### config.mk
export PLATFORM = sky130hd
export DESIGN_NAME = char_lcd_4bit_command_sequencer
export DESIGN_NICKNAME = d
export VERILOG_FILES = /design/src/design/clcd_pkg.sv /design/src/design/char_lcd_4bit_command_sequencer.sv
export VERILOG_INCLUDE_DIRS = /design/src /design/src/design
export SDC_FILE = /design/constraint.sdc
export NUM_CORES = 1
export LEC_CHECK = 0
export CORE_MARGIN = 2
export CORE_UTILIZATION = 34
export CTS_CLUSTER_DIAMETER = 30
export DETAILED_ROUTE_END_ITERATION = 8
export DONT_BUFFER_PORTS = 1
export GPL_TIMING_DRIVEN = 0
export SKIP_CTS_REPAIR_TIMING = 1
export SLEW_MARGIN = 0
export SYNTH_ARGS = -nofsm -noshare
export SYNTH_HDL_FRONTEND = slang
export SYNTH_SLANG_ARGS = --single-unit
### constraint.sdc
create_clock -name i_clk -period 5.48 [get_ports i_clk]
set_input_delay 0.274 -clock i_clk [delete_from_list [all_inputs] [get_ports i_clk]]
set_output_delay 0.274 -clock i_clk [all_outputs]
set_load 0.02 [all_outputs]
### src/design/char_lcd_4bit_command_sequencer_assert.svh
// Assertion macros used by the sequencer module
`ifndef CHAR_LCD_4BIT_COMMAND_SEQUENCER_ASSERT_SVH
`define CHAR_LCD_4BIT_COMMAND_SEQUENCER_ASSERT_SVH

// same-cycle implication, disabled while reset is low
`define CLCD_ASSERT_NOW(label, clk, rst_n, ante, cons) \
    label: assert property (@(posedge clk) disable iff (!(rst_n)) (ante) |-> (cons)) \
        else $error("clcd assertion failed");

// next-cycle implication, disabled while reset is low
`define CLCD_ASSERT_NEXT(label, clk, rst_n, ante, cons) \
    label: assert property (@(posedge clk) disable iff (!(rst_n)) (ante) |=> (cons)) \
        else $error("clcd assertion failed");

`endif

### src/design/clcd_pkg.sv
package clcd_pkg;

    // column clamp for goto
    localparam int MAX_COLUMN = 39;

    // input actions
    localparam logic [3:0] ACT_INIT    = 4'd0;
    localparam logic [3:0] ACT_CHAR    = 4'd1;
    localparam logic [3:0] ACT_GOTO    = 4'd2;
    localparam logic [3:0] ACT_CLEAR   = 4'd3;
    localparam logic [3:0] ACT_ONOFF   = 4'd4;
    localparam logic [3:0] ACT_CURL    = 4'd5;
    localparam logic [3:0] ACT_CURR    = 4'd6;
    localparam logic [3:0] ACT_SHL     = 4'd7;
    localparam logic [3:0] ACT_SHR     = 4'd8;
    localparam logic [3:0] ACT_BUSY    = 4'd9;
    // internal command kind for glyph load
    localparam logic [3:0] KIND_GLYPH  = 4'd10;

    // result cycle kinds
    localparam logic [2:0] CYC_WAIT    = 3'd0;
    localparam logic [2:0] CYC_STROBE  = 3'd1;
    localparam logic [2:0] CYC_POLL    = 3'd2;
    localparam logic [2:0] CYC_NIBBLE  = 3'd3;
    localparam logic [2:0] CYC_REJECT  = 3'd4;

    // result word patterns held between input and output
    localparam logic [1:0] PAT_SINGLE  = 2'd0;
    localparam logic [1:0] PAT_INIT    = 2'd1;
    localparam logic [1:0] PAT_BYTE    = 2'd2;

    // configuration register indexes
    localparam logic [1:0] CFG_POLL_LIMIT = 2'd0;
    localparam logic [1:0] CFG_PU_WAIT    = 2'd1;
    localparam logic [1:0] CFG_STEP_WAIT  = 2'd2;

    localparam logic [16:0] POLL_LIMIT_RST = 17'h10000;
    localparam logic [16:0] POLL_SAT       = 17'h1FFFF;
    localparam logic [7:0]  PU_WAIT_RST    = 8'd50;
    localparam logic [7:0]  STEP_WAIT_RST  = 8'd10;

    // instruction bytes
    localparam logic [7:0] INS_CLEAR   = 8'h01;
    localparam logic [7:0] INS_DISPLAY = 8'h0C;
    localparam logic [7:0] INS_CURL    = 8'h10;
    localparam logic [7:0] INS_CURR    = 8'h14;
    localparam logic [7:0] INS_SHL     = 8'h18;
    localparam logic [7:0] INS_SHR     = 8'h1C;
    localparam logic [7:0] INS_DDRAM   = 8'h80;
    localparam logic [7:0] LINE2_OFS   = 8'h40;
    localparam logic [7:0] INS_CGRAM   = 8'h40;

    // raw power-up strobe nibbles
    localparam logic [3:0] NIB_WAKE    = 4'h3;
    localparam logic [3:0] NIB_4BIT    = 4'h2;

    // post-wake init byte sequence; index past the end repeats the last byte
    function automatic logic [7:0] init_byte(input logic [3:0] idx);
        logic [7:0] b;
        case (idx)
            4'd0:    b = 8'h28;
            4'd1:    b = 8'h08;
            4'd2:    b = 8'h01;
            4'd3:    b = 8'h06;
            default: b = 8'h0C;
        endcase
        return b;
    endfunction

endpackage

### src/design/char_lcd_4bit_command_sequencer.sv
// Channel   Direction  Handshake           Word
// command   in         i_valid / o_ready   action plus command and busy-sample fields
// result    out        o_valid / i_ready   one bus cycle: kind, rs, nibble, wait, timeout, last
// config    in         i_cfg_we            register index and data, taken at once
//
// Each input word is encoded into a held result pattern of 1 to 9 words.
// Results leave one per cycle while i_ready is high; o_ready rises again as the last result
// is taken, so one-result words go one per cycle, and init holds the port for its 9 results.
// The output stage is the result pattern register, set by the combinational encoder.
// Synchronous active-low reset restores config defaults and clears all but the result payload.
`include "char_lcd_4bit_command_sequencer_assert.svh"

module char_lcd_4bit_command_sequencer
    import clcd_pkg::*;
(
    input  logic        i_clk,
    input  logic        i_rst_n,
    input  logic        i_valid,
    output logic        o_ready,
    input  logic [3:0]  i_action,
    input  logic [7:0]  i_char_code,
    input  logic [7:0]  i_column,
    input  logic [7:0]  i_line,
    input  logic        i_cursor_on,
    input  logic        i_blink_on,
    input  logic [2:0]  i_glyph_number,
    input  logic [63:0] i_glyph_rows,
    input  logic        i_busy_req,
    input  logic        i_load_glyph,
    output logic        o_valid,
    input  logic        i_ready,
    output logic [2:0]  o_cycle_kind,
    output logic        o_register_select,
    output logic [3:0]  o_nibble,
    output logic [7:0]  o_wait_ms,
    output logic        o_timed_out,
    output logic        o_last,
    input  logic        i_cfg_we,
    input  logic [1:0]  i_cfg_idx,
    input  logic [16:0] i_cfg_data
);

    // configuration
    logic [16:0] r_poll_limit;
    logic [7:0]  r_pu_wait;
    logic [7:0]  r_step_wait;

    // command state
    logic        r_in_prog,   n_in_prog;
    logic [3:0]  r_kind,      n_kind;
    logic [3:0]  r_bi,        n_bi;
    logic [7:0]  r_held,      n_held;
    logic [63:0] r_rows,      n_rows;
    logic [2:0]  r_glyph,     n_glyph;
    logic [16:0] r_pc,        n_pc;

    // result pattern register
    logic        r_busy,      n_busy;
    logic [1:0]  r_pat,       n_pat;
    logic [2:0]  r_skind,     n_skind;
    logic [3:0]  r_idx,       n_idx;
    logic [7:0]  r_byte,      n_byte;
    logic        r_rs,        n_rs;
    logic        r_to,        n_to;
    logic        r_more,      n_more;
    logic [7:0]  r_wpu,       n_wpu;
    logic [7:0]  r_wstep,     n_wstep;

    logic        w_in_acc;
    logic        w_out_acc;
    logic [3:0]  w_len;
    logic        w_last;
    logic [16:0] w_limit;
    logic [16:0] w_pc_inc;
    logic [7:0]  w_cur_byte;
    logic        w_cur_rs;
    logic [4:0]  w_count;
    logic [2:0]  w_row;
    logic [5:0]  w_col;
    logic [6:0]  w_addr;
    logic [3:0]  w_bi_inc;

    // result count of the held pattern
    always_comb begin
        case (r_pat)
            PAT_INIT: w_len = 4'd9;
            PAT_BYTE: w_len = r_more ? 4'd3 : 4'd2;
            default:  w_len = 4'd1;
        endcase
    end

    assign w_last    = (r_idx == (w_len - 4'd1));
    assign o_valid   = r_busy;
    assign w_out_acc = r_busy & i_ready;
    assign o_ready   = !r_busy || (i_ready && w_last);
    assign w_in_acc  = i_valid & o_ready;
    assign o_last    = w_last;

    // current byte of the command in progress
    assign w_row = r_bi[3:1];
    always_comb begin
        if (r_kind == ACT_INIT) begin
            w_cur_byte = init_byte(r_bi);
            w_cur_rs   = 1'b0;
            w_count    = 5'd5;
        end else if (r_kind == KIND_GLYPH) begin
            w_cur_byte = r_bi[0] ? r_rows[{w_row, 3'b000} +: 8]
                                 : (INS_CGRAM | {2'b00, r_glyph, w_row});
            w_cur_rs   = r_bi[0];
            w_count    = 5'd16;
        end else begin
            w_cur_byte = r_held;
            w_cur_rs   = (r_kind == ACT_CHAR);
            w_count    = 5'd1;
        end
    end

    // poll limit, zero acting as one; saturating sample count
    assign w_limit  = (r_poll_limit == 17'd0) ? 17'd1 : r_poll_limit;
    assign w_pc_inc = (r_pc != POLL_SAT) ? (r_pc + 17'd1) : r_pc;
    assign w_bi_inc = r_bi + 4'd1;

    // goto address: clamp column, add second-line offset
    assign w_col  = (i_column > 8'(MAX_COLUMN)) ? 6'(MAX_COLUMN) : i_column[5:0];
    assign w_addr = {1'b0, w_col} + ((i_line != 8'd0) ? LINE2_OFS[6:0] : 7'd0);

    // encoder: next state and result pattern for an accepted word, index advance on a taken result
    always_comb begin
        n_in_prog = r_in_prog;
        n_kind    = r_kind;
        n_bi      = r_bi;
        n_held    = r_held;
        n_rows    = r_rows;
        n_glyph   = r_glyph;
        n_pc      = r_pc;
        n_busy    = r_busy;
        n_pat     = r_pat;
        n_skind   = r_skind;
        n_idx     = r_idx;
        n_byte    = r_byte;
        n_rs      = r_rs;
        n_to      = r_to;
        n_more    = r_more;
        n_wpu     = r_wpu;
        n_wstep   = r_wstep;
        if (w_in_acc) begin
            n_busy  = 1'b1;
            n_idx   = 4'd0;
            n_pat   = PAT_SINGLE;
            n_skind = CYC_REJECT;
            if (r_in_prog) begin
                if (i_action == ACT_BUSY) begin
                    n_pc = w_pc_inc;
                    if (i_busy_req && (w_pc_inc < w_limit)) begin
                        n_skind = CYC_POLL;
                    end else begin
                        n_pat  = PAT_BYTE;
                        n_byte = w_cur_byte;
                        n_rs   = w_cur_rs;
                        n_to   = i_busy_req;
                        n_bi   = w_bi_inc;
                        n_pc   = 17'd0;
                        n_more = (w_bi_inc != 4'd0) && ({1'b0, w_bi_inc} < w_count);
                        if (!n_more) begin
                            n_in_prog = 1'b0;
                        end
                    end
                end
            end else if (i_action <= ACT_SHR) begin
                // start of a new command
                n_in_prog = 1'b1;
                n_kind    = i_action;
                n_bi      = 4'd0;
                n_pc      = 17'd0;
                n_held    = 8'd0;
                n_skind   = CYC_POLL;
                case (i_action)
                    ACT_INIT: begin
                        n_pat   = PAT_INIT;
                        n_wpu   = r_pu_wait;
                        n_wstep = r_step_wait;
                    end
                    ACT_CHAR:  n_held = i_char_code;
                    ACT_GOTO:  n_held = INS_DDRAM | {1'b0, w_addr};
                    ACT_CLEAR: begin
                        if (i_load_glyph) begin
                            n_kind  = KIND_GLYPH;
                            n_glyph = i_glyph_number;
                            n_rows  = i_glyph_rows;
                        end else begin
                            n_held = INS_CLEAR;
                        end
                    end
                    ACT_ONOFF: n_held = INS_DISPLAY | {6'd0, i_cursor_on, i_blink_on};
                    ACT_CURL:  n_held = INS_CURL;
                    ACT_CURR:  n_held = INS_CURR;
                    ACT_SHL:   n_held = INS_SHL;
                    default:   n_held = INS_SHR;
                endcase
            end
        end else if (w_out_acc) begin
            if (w_last) begin
                n_busy = 1'b0;
            end else begin
                n_idx = r_idx + 4'd1;
            end
        end
    end

    // result word for the current index of the held pattern
    always_comb begin
        o_cycle_kind      = CYC_POLL;
        o_register_select = 1'b0;
        o_nibble          = 4'd0;
        o_wait_ms         = 8'd0;
        o_timed_out       = 1'b0;
        case (r_pat)
            PAT_INIT: begin
                if (r_idx == 4'd8) begin
                    o_cycle_kind = CYC_POLL;
                end else if (!r_idx[0]) begin
                    o_cycle_kind = CYC_WAIT;
                    o_wait_ms    = (r_idx == 4'd0) ? r_wpu : r_wstep;
                end else begin
                    o_cycle_kind = CYC_STROBE;
                    o_nibble     = (r_idx == 4'd7) ? NIB_4BIT : NIB_WAKE;
                end
            end
            PAT_BYTE: begin
                if (r_idx != 4'd2) begin
                    o_cycle_kind      = CYC_NIBBLE;
                    o_register_select = r_rs;
                    o_nibble          = (r_idx == 4'd0) ? r_byte[7:4] : r_byte[3:0];
                    o_timed_out       = r_to;
                end
            end
            default: o_cycle_kind = r_skind;
        endcase
    end

    // configuration writes
    always_ff @(posedge i_clk) begin
        if (!i_rst_n) begin
            r_poll_limit <= POLL_LIMIT_RST;
            r_pu_wait    <= PU_WAIT_RST;
            r_step_wait  <= STEP_WAIT_RST;
        end else if (i_cfg_we) begin
            case (i_cfg_idx)
                CFG_POLL_LIMIT: r_poll_limit <= i_cfg_data;
                CFG_PU_WAIT:    r_pu_wait    <= i_cfg_data[7:0];
                CFG_STEP_WAIT:  r_step_wait  <= i_cfg_data[7:0];
                default:        ;
            endcase
        end
    end

    // control and command state
    always_ff @(posedge i_clk) begin
        if (!i_rst_n) begin
            r_in_prog <= 1'b0;
            r_kind    <= 4'd0;
            r_bi      <= 4'd0;
            r_held    <= 8'd0;
            r_rows    <= 64'd0;
            r_glyph   <= 3'd0;
            r_pc      <= 17'd0;
            r_busy    <= 1'b0;
            r_pat     <= PAT_SINGLE;
            r_idx     <= 4'd0;
            r_more    <= 1'b0;
        end else begin
            r_in_prog <= n_in_prog;
            r_kind    <= n_kind;
            r_bi      <= n_bi;
            r_held    <= n_held;
            r_rows    <= n_rows;
            r_glyph   <= n_glyph;
            r_pc      <= n_pc;
            r_busy    <= n_busy;
            r_pat     <= n_pat;
            r_idx     <= n_idx;
            r_more    <= n_more;
        end
    end

    // result payload
    always_ff @(posedge i_clk) begin
        r_skind <= n_skind;
        r_byte  <= n_byte;
        r_rs    <= n_rs;
        r_to    <= n_to;
        r_wpu   <= n_wpu;
        r_wstep <= n_wstep;
    end

    // checks
    `CLCD_ASSERT_NOW(a_idx_in_range, i_clk, i_rst_n, r_busy, r_idx < w_len)
    `CLCD_ASSERT_NEXT(a_accept_loads, i_clk, i_rst_n, w_in_acc, r_busy && (r_idx == 4'd0))
    `CLCD_ASSERT_NOW(a_end_on_send, i_clk, i_rst_n, $fell(r_in_prog), r_busy && (r_pat == PAT_BYTE))
    `CLCD_ASSERT_NOW(a_timeout_nibble, i_clk, i_rst_n, o_valid && o_timed_out, o_cycle_kind == CYC_NIBBLE)

endmodule
==> results of run 1 <==
==> synthesized netlist by cell type (all sizes together), types with 14 or more instances <==
library cell	number	share of area [%]
edfxtp	28	9.8
nand2	81	3.5
mux4	16	4.2
dfxtp	142	33
nor2	149	6.5
ha	29	4.2
nand3	23	1.4
clkbuf	36	1.6
mux2i	101	12
a21oi	66	3.8
nor3	22	1.3
inv	41	1.8
o21ai	19	1.1
buf	24	1.6
xnor2	14	1.5
==> area by class of cell <==
| type | instances | area, µm² | share of cell area, % |
|---|---|---|---|
| Sequential cell | 170 | 3680 | 35.8 |
| Tap cell | 330 | 413 | 4.01 |
| Clock buffer | 17 | 425 | 4.13 |
| Clock inverter | 15 | 204 | 1.98 |
| Timing Repair Buffer | 65 | 652 | 6.33 |
| Inverter | 42 | 158 | 1.53 |
| Buffer | 60 | 273 | 2.65 |
| Multi-Input combinational cell | 661 | 4490 | 43.6 |
==> cells in the final DEF, fill, tap and decap left out, types with 7 or more instances in the layout <==
cell / n
a211oi_1: 9
a21oi_1: 66
a311oi_1: 9
and3_1: 8
buf_2: 15
clkbuf_1: 34
clkbuf_16: 17
dfxtp_1: 142
dlygate4sd3_1: 64
edfxtp_1: 28
ha_1: 29
inv_1: 41
mux2i_1: 101
mux4_2: 16
nand2_1: 81
nand3_1: 22
nand4_1: 13
nor2_1: 148
nor3_1: 20
nor4_1: 9
o211ai_1: 7
o21ai_0: 17
xnor2_1: 13
xor2_1: 8
==> report_power, final <==
group          switching, mW  internal (mW)
Sequential            0.0215           1.30
Clock                  0.634          0.638
Combinational          0.149          0.101
==> metal layers <==
layer  vias to the layer above  routed length (µm)  track usage, %
li1                       3487                   -               -
met1                      3357               10700            22.2
met2                       218               11700            29.7
met3                        23                1700            5.81
met4                         0                 310            4.75
met5                         -                   0               0
==> flip-flops by register name (all words and copies together) (netlist names) <==
| register | count |
|---|---|
| o_valid | 1 |
| r_bi | 4 |
| r_byte | 8 |
| r_glyph | 3 |
| r_held | 8 |
| r_idx | 4 |
| r_in_prog | 1 |
| r_kind | 4 |
| r_more | 1 |
| r_pat | 2 |
| r_pc | 17 |
| r_poll_limit | 17 |
| r_pu_wait | 8 |
| r_rows | 64 |
| r_rs | 1 |
| r_skind | 2 |
| r_step_wait | 8 |
| r_to | 1 |
| r_wpu | 8 |
| r_wstep | 8 |
==> kinds of logic after synthesis <==
logic type / synth area share [%]
AND/OR/NAND/NOR: 18.9
flip-flops: 42.9
AO/OA/AOI/OAI: 10.6
multiplexers: 16.1
buffers and inverters: 5.01
adder cells (fa/ha/maj): 4.22
XOR/XNOR: 2.33
==> worst max path at each step <==
stage,endpoint,slack (ns),cells after the start
floorplan,r_pc[6],1.59,15
global placement,r_pc[7],1.01,15
detailed placement,r_byte[5],0.97,12
CTS,r_to,0.96,12
global route,r_to,0.58,12
finish,r_byte[5],0.88,12
==> per-stage QoR <==
| step | worst slack, ns | cell area (µm²) | power [mW] | util [%] | cells |
|---|---|---|---|---|---|
| after floorplan | 1.59 | 8600 | 1.49 | - | 933 |
| after detailed placement | 0.972 | 9020 | 1.55 | 36.0 | 1264 |
| after global routing | 0.577 | 10300 | 2.94 | 41.1 | 1360 |
| after CTS | 0.959 | 9650 | 2.82 | 38.6 | 1296 |
| final | 0.885 | 10300 | 2.84 | 41.1 | 1360 |
| after global placement | 1.01 | 9010 | 1.55 | 36.0 | 1263 |
==> metrics.csv, run 1 <==
metric;value;unit
status;complete, but fails checks;
violations;hold timing;
vias;7085;
synth_edf_count;28;
cts_max_level;4;
cts_tree;yes;
post_drt_wl_per_cell;18.0;µm
io_buffer_count;0;
critPathTopFamily;simple AND/OR/NAND/NOR gates;
drcViolationCount;0;
grt_max_degree;22;
reg2reg_from;r_pc[0];
required;5.56;ns
drtPass1Iterations;5;
cts_root_buffer;clkbuf_16;
synth_nets;1085;
worstMarginPinSlew;0.853;ns
fillers;2441;
path_buf_inv;1;
crit_fanout;14;
dpl.hpwl;17900;µm
finalCritPeriodShare;83.9;%
max-cap-violations;0;
dieHeight;163;µm
tns;0;ns
min-delay-start;i_glyph_rows[43];
whs;-0.0287;ns
vdd_drop_max;0.181;mV
ys_seq_area_share;42.9;%
antenna_found_initial;0;
whs_path_depth;2;
syn_inst;933;
wl;24500;µm
clock_latency;0.45;ns
cp-start-kind;register;
p_leak;3.75;nW
synth_cell_types;68;
finalSetupViolCount;0;
worst_r2r_path_depth;12;
syn_to_final_growth;19.8;%
clk_pin_slew;0.09;ns
numCtsBuffers;17;
critPathCaptureType;register;
regToRegEndpoint;r_byte[5];
clock_sinks;170;
row_count;58;
worst_clock_skew;0.0219;ns
final_net_count;1169;
ys_async_sr_fraction;0;%
rsz0062_at_grt;no;
clock.fmax;0.218;GHz
hold_violations;20;
slowest_stage;nor4_1;
start_util;34.3;%
min_to;r_rows[43];
setup.worst_path.start;r_pc[0];
cp.arrival;4.67;ns
overflow;0;
rrSetupSlack;0.88;ns
grt_pass1_wl;36300;µm
yosysWarnings;0;
min_period;4.60;ns
avgSynthCellArea;9.21;µm²
power.density;276;mW/mm²
crit_path_cell_trace;ha_1 -> and4_1 -> and4_1 -> buf_2 -> nor3_1 -> nand3_1 -> xnor2_1 -> ha_1 -> nand4_1 -> nor4_1 -> o2111ai_1 -> nand2_1;
core_region_area;0.0250;mm²
drtAntennaViolNets;0;
ys_ff_latch;170;
slew_headroom;43.0;%
fp.dieArea;0.0266;mm²
gp_congestion;0.876;
track_usage;17.8;%
grt_pass1_vias;6607;
drv_slew;0;
crit_path_max_incr_delay;0.68;ns
cts_buffer_depth;2;
worst-setup-path-type;reg2reg;
synth-main-ff-cell;dfxtp_1;
io_pins;143;
drive_gt1_share;8.54;%
hold_path_class;in2reg;
post_drt_via_cell_ratio;5.21;
syn_area;0.00860;mm²
drtIter0Drc;567;
n_antenna_cell;0;
chipWidth;163;µm
Note: power is estimated with default switching activity, not from simulation.
==> run 2, diff against run 1 <==
==> constraint.sdc (replaced) <==
create_clock -name i_clk -period 3.9 [get_ports i_clk]
set_input_delay 0.195 -clock i_clk [delete_from_list [all_inputs] [get_ports i_clk]]
set_output_delay 0.195 -clock i_clk [all_outputs]
set_load 0.02 [all_outputs]
==> metrics.csv, run 2 (synthesis results as in run 1) <==
metric;value;unit;change
cts_max_level;4;;unchanged
drtIter0Drc;569;;+0.35%
clk_pin_slew;0.08;ns;about the same
route.met2.wl;11900;µm;+1.7%
dieHeight;163;µm;unchanged
hold_path_class;in2reg;;
cts_tree;yes;;
worst-setup-path-type;reg2reg;;
finalSetupViolCount;0;;unchanged
whs;-0.0102;ns;+0.0185 ns
final_net_count;1201;;+2.7%
largest_reg_flops;64;;unchanged
p_total;4.02;mW;+41%
finalCritPeriodShare;96.5;%;+13 points
hold_violations;1;;-95%
clock.fmax;0.266;GHz;+22%
power.density;373;mW/mm²;+35%
syn_to_final_growth;25.1;%;
worstMarginPinSlew;0.853;ns;-0.000344 ns
path_buf_inv;2;;+1
drtAntennaViolNets;0;;unchanged
worst_clock_skew;0.0213;ns;-0.000593 ns
chipWidth;163;µm;unchanged
grt_pass1_wl;36300;µm;unchanged
n_antenna_cell;0;;unchanged
mostFrequentLayoutCells;148 x nor2_1, 138 x dfxtp_1, 101 x mux2i_1;;
cp.arrival;4.13;ns;-0.54 ns
fillers;2392;;-2.0%
gp_congestion;0.876;;unchanged
crit_fanout;8;;-6
ff_latch_area;0.00369;mm²;+0.20%
vdd_drop_max;0.228;mV;+26%
crit_path_max_incr_delay;0.47;ns;-0.21 ns
vias;7225;;+2.0%
post_drt_wl_per_cell;17.7;µm;-1.7%
slew_headroom;43.0;%;about the same
layout_commonest_cell;nor2_1;;
grt_pass1_vias;6607;;unchanged
routed-wl-met3;1430;µm;-16%
drtPass1Iterations;5;;unchanged
grt_max_degree;22;;unchanged
met1_length;10900;µm;+1.7%
io_buffer_count;0;;unchanged
crit_path_cell_trace;and4_1 -> buf_2 -> nand3_1 -> nor3_4 -> nand3_2 -> xnor2_2 -> ha_4 -> nand4_1 -> nor3_1 -> a221o_2 -> nor4_4 -> buf_6 -> or4b_1 -> a21oi_1;;
start_util;34.3;%;unchanged
max-cap-violations;0;;unchanged
overflow;0;;unchanged
p_leak;3.91;nW;+4.3%
worst_slack;0.138;ns;-0.747 ns
critPathTopFamily;simple AND/OR/NAND/NOR gates;;
dp_slack;-0.608;ns;-1.58 ns
top_register;r_rows;;
cts_root_buffer;clkbuf_16;;
clock_sinks;170;;unchanged
drcViolationCount;0;;unchanged
io_pins;143;;unchanged
row_count;58;;unchanged
top_regs;r_rows (64), r_pc (17), r_poll_limit (17);;
clock_latency;0.45;ns;about the same
slowest_stage;dfxtp_1;;
required;4.27;ns;-1.29 ns
antenna_found_initial;0;;unchanged
numCtsBuffers;17;;unchanged
critPathCaptureType;register;;
tns;0;ns;unchanged
min_period;3.76;ns;-0.833 ns
fp.dieArea;0.0266;mm²;unchanged
cts_buffer_depth;2;;unchanged
multi_input_area;0.00461;mm²;+2.6%
post_drt_via_cell_ratio;5.19;;-0.37%
cp-start-kind;register;;
drv_slew;0;;unchanged
track_usage;17.8;%;unchanged
violations;hold timing;;
wl;24600;µm;+0.62%
status;complete, but fails checks;;
highest_layer;met4;;
fin_util;43.0;%;+1.8 points
drive_gt1_share;10.6;%;+2.1 points
core_region_area;0.0250;mm²;unchanged
dpl.hpwl;17900;µm;unchanged
run 2: cell types whose count changed in the layout (fill, tap and decap cells not counted), moves of 2 or more:
cell,previous run,this run
buf_4,5,10
clkbuf_2,2,0
dfxtp_1,142,138
dfxtp_2,0,3
dlygate4sd3_1,64,92
ha_1,29,27
ha_4,0,2
nor3_1,20,15
nor3_2,2,6
run 2: cell type report:
| class | instances | share of cell area, % |
|---|---|---|
| plain buffers | 57 | 2.52 |
| clock buffers | 17 | 3.96 |
| clock inverters | 15 | 1.90 |
| inverters | 42 | 1.47 |
| multi-input cells | 661 | 42.8 |
| flip-flops and latches | 170 | 34.3 |
| well taps | 330 | 3.84 |
| repair buffers | 100 | 9.17 |
run 2: per-layer routing:
| layer | track usage [%] | vias to the layer above |
|---|---|---|
| li1 | - | 3549 |
| met1 | 22.2 | 3413 |
| met2 | 29.7 | 231 |
| met3 | 5.81 | 32 |
| met4 | 4.75 | 0 |
| met5 | 0 | - |
run 2: where the power goes:
part / total (mW) / switching (mW) / internal (mW) / leakage [nW]
Sequential: 1.86 / 0.0353 / 1.82 / 1.40
Clock: 1.78 / 0.885 / 0.896 / 0.306
Combinational: 0.378 / 0.216 / 0.162 / 2.21
Total: 4.02 / 1.14 / 2.88 / 3.91
run 2: stage by stage:
step	cell area, µm²	std cells
3_3_place_gp	9010	1263
5_1_grt	10800	1392
6_report	10800	1392
3_5_place_dp	9020	1264
4_1_cts	9650	1296
2_1_floorplan	8600	933
run 2: path summary, 6_finish.rpt:
path | from | endpoint | cells past startpoint | slack (ns)
min | i_column[4] | r_held[4] | 2 | -0.01
max | r_pc[4] | r_pc[5] | 14 | 0.14
min reg2reg | r_step_wait[2] | r_wstep[2] | 0 | 0.43
max reg2reg | r_pc[4] | r_pc[5] | 14 | 0.14
==> run 3, diff against run 2 <==
--- a/config.mk
+++ b/config.mk
@@ -6,7 +6,6 @@
 export SDC_FILE = /design/constraint.sdc
 export NUM_CORES = 1
 export LEC_CHECK = 0
-export CORE_MARGIN = 2
 export CORE_UTILIZATION = 34
 export CTS_CLUSTER_DIAMETER = 30
 export DETAILED_ROUTE_END_ITERATION = 8
==> metrics.csv, run 3 (synthesis results as in run 1) <==
metric;value;unit;change
fp.dieArea;0.0259;mm²;-2.4%
core_region_area;0.0245;mm²;-2.0%
min-delay-start;i_char_code[2];;
wl;24000;µm;-2.7%
syn_to_final_growth;25.0;%;
whs_path_depth;2;;unchanged
intPower;2.87;mW;-0.20%
io_buffer_count;0;;unchanged
critPathCaptureType;register;;
clock.fmax;0.267;GHz;+0.51%
overflow;0;;unchanged
top_regs;r_rows (64), r_pc (17), r_poll_limit (17);;
crit_fanout;10;;+2
reg2reg_from;r_pc[5];;
seqPwrFrac;46.3;%;about the same
vias;7183;;-0.58%
post_drt_wl_per_cell;17.3;µm;-2.4%
drtPass1Iterations;5;;unchanged
gp_congestion;0.886;;+1.2%
worst-setup-path-type;reg2reg;;
pwr-share-clk;43.9;%;-0.5 points
track_usage;17.8;%;about the same
worst_slack;0.157;ns;+0.0192 ns
n_antenna_cell;0;;unchanged
top_register;r_rows;;
largest_reg_flops;64;;unchanged
whs;-0.0244;ns;-0.0142 ns
clk_pin_slew;0.08;ns;about the same
netSwitchingFraction;28.2;%;-0.13 points
io_pins;143;;unchanged
dp_slack;-0.626;ns;-0.0179 ns
status;complete, but fails checks;;
rrSetupSlack;0.16;ns;+0.02 ns
p_total;4.00;mW;-0.38%
numCtsBuffers;17;;unchanged
grt_pass1_wl;35900;µm;-1.2%
grt_max_degree;21;;-4.5%
cts_root_buffer;clkbuf_16;;
post_drt_via_cell_ratio;5.18;;-0.29%
fin_util;43.8;%;+0.83 points
row_count;57;;-1.7%
cts_max_level;4;;unchanged
dpl.hpwl;17700;µm;-1.3%
worst_r2r_path_depth;16;;+2
clock_latency;0.44;ns;about the same
max-cap-violations;0;;unchanged
dieHeight;161;µm;-1.2%
tns;0;ns;unchanged
start_util;35.0;%;+0.70 points
grt_pass1_vias;6537;;-1.1%
final_net_count;1203;;+0.17%
cts_buffer_depth;2;;unchanged
required;4.26;ns;about the same
min_period;3.74;ns;-0.0192 ns
power_frac_comb;9.8;%;+0.4 points
drive_gt1_share;10.8;%;+0.17 points
drtIter0Drc;434;;-24%
violations;hold timing;;
clock_sinks;170;;unchanged
cts_tree;yes;;
mostFrequentLayoutCells;148 x nor2_1, 141 x dfxtp_1, 101 x mux2i_1;;
worstMarginPinSlew;1.04;ns;+0.187 ns
cp.arrival;4.11;ns;-0.02 ns
regToRegEndpoint;r_pc[5];;
finalCritPeriodShare;96.0;%;-0.49 points
p_leak;3.92;nW;+0.14%
netSwitchingPower;1.13;mW;-0.82%
hold_violations;1;;unchanged
vdd_drop_max;0.262;mV;+15%
layout_commonest_cell;nor2_1;;
cp-start-kind;register;;
chipWidth;161;µm;-1.2%
power.density;372;mW/mm²;-0.26%
finalSetupViolCount;0;;unchanged
antenna_found_initial;0;;unchanged
drv_slew;0;;unchanged
min_to;r_held[2];;
slew_headroom;30.5;%;-13 points
worst_clock_skew;0.0142;ns;-0.00709 ns
drcViolationCount;0;;unchanged
drtAntennaViolNets;0;;unchanged
hold_path_class;in2reg;;
## run 3: power groups by stage
stage / Sequential [mW] / Clock, mW / Combinational (mW)
after floorplan: 1.88 / 0 / 0.219
after global placement: 1.89 / 0 / 0.290
after detailed placement: 1.89 / 0 / 0.294
after CTS: 1.85 / 1.77 / 0.296
after global routing: 1.86 / 1.85 / 0.430
final: 1.85 / 1.76 / 0.392
## run 3: worst max-delay path by stage
| stage | slack [ns] | end | depth (start not counted) | start |
|---|---|---|---|---|
| after CTS | -0.65 | r_byte[5] | 12 | r_pc[0] |
| after detailed placement | -0.63 | r_byte[5] | 12 | r_pc[0] |
| final | 0.16 | r_pc[5] | 16 | r_pc[5] |
| after floorplan | 0.007 | r_pc[6] | 15 | r_pc[0] |
| after global placement | -0.61 | r_byte[1] | 12 | r_pc[0] |
| after global routing | -0.04 | r_pc[5] | 16 | r_pc[5] |
## run 3: area by class of cell
class | count | area (µm²)
plain buffers | 59 | 292
fillers | 2358 | 13800
clock buffers | 17 | 425
inverters | 42 | 158
repair buffers | 100 | 981
well taps | 324 | 405
clock inverters | 15 | 191
flip-flops and latches | 170 | 3680
multi-input cells | 661 | 4600
## run 3: metal layers
layer,vias up,GRT usage (%),share of wire (%)
met5,-,0,0
met4,0,4.25,0.92
met3,16,4.55,4.8
met2,210,29.3,48
met1,3400,23.4,47
li1,3557,-,-
## run 3: metrics by stage
step,std cells,cell area (µm²)
after floorplan,933,8600
after global placement,1257,9000
after detailed placement,1258,9020
after CTS,1290,9630
after global routing,1388,10700
final,1388,10700
## run 3: worst max-delay path, cell delays in order (launching register included)
cell,delay (ns)
dfxtp_1,0.30
clkbuf_4,0.15
and4_1,0.18
buf_4,0.16
and4_4,0.20
buf_8,0.15
nor3_4,0.14
nand3_2,0.12
xnor2_2,0.17
ha_1,0.32
nand4_1,0.17
nor3_1,0.09
a221o_2,0.47
nor4_4,0.32
buf_6,0.17
or4b_1,0.43
a21oi_1,0.15
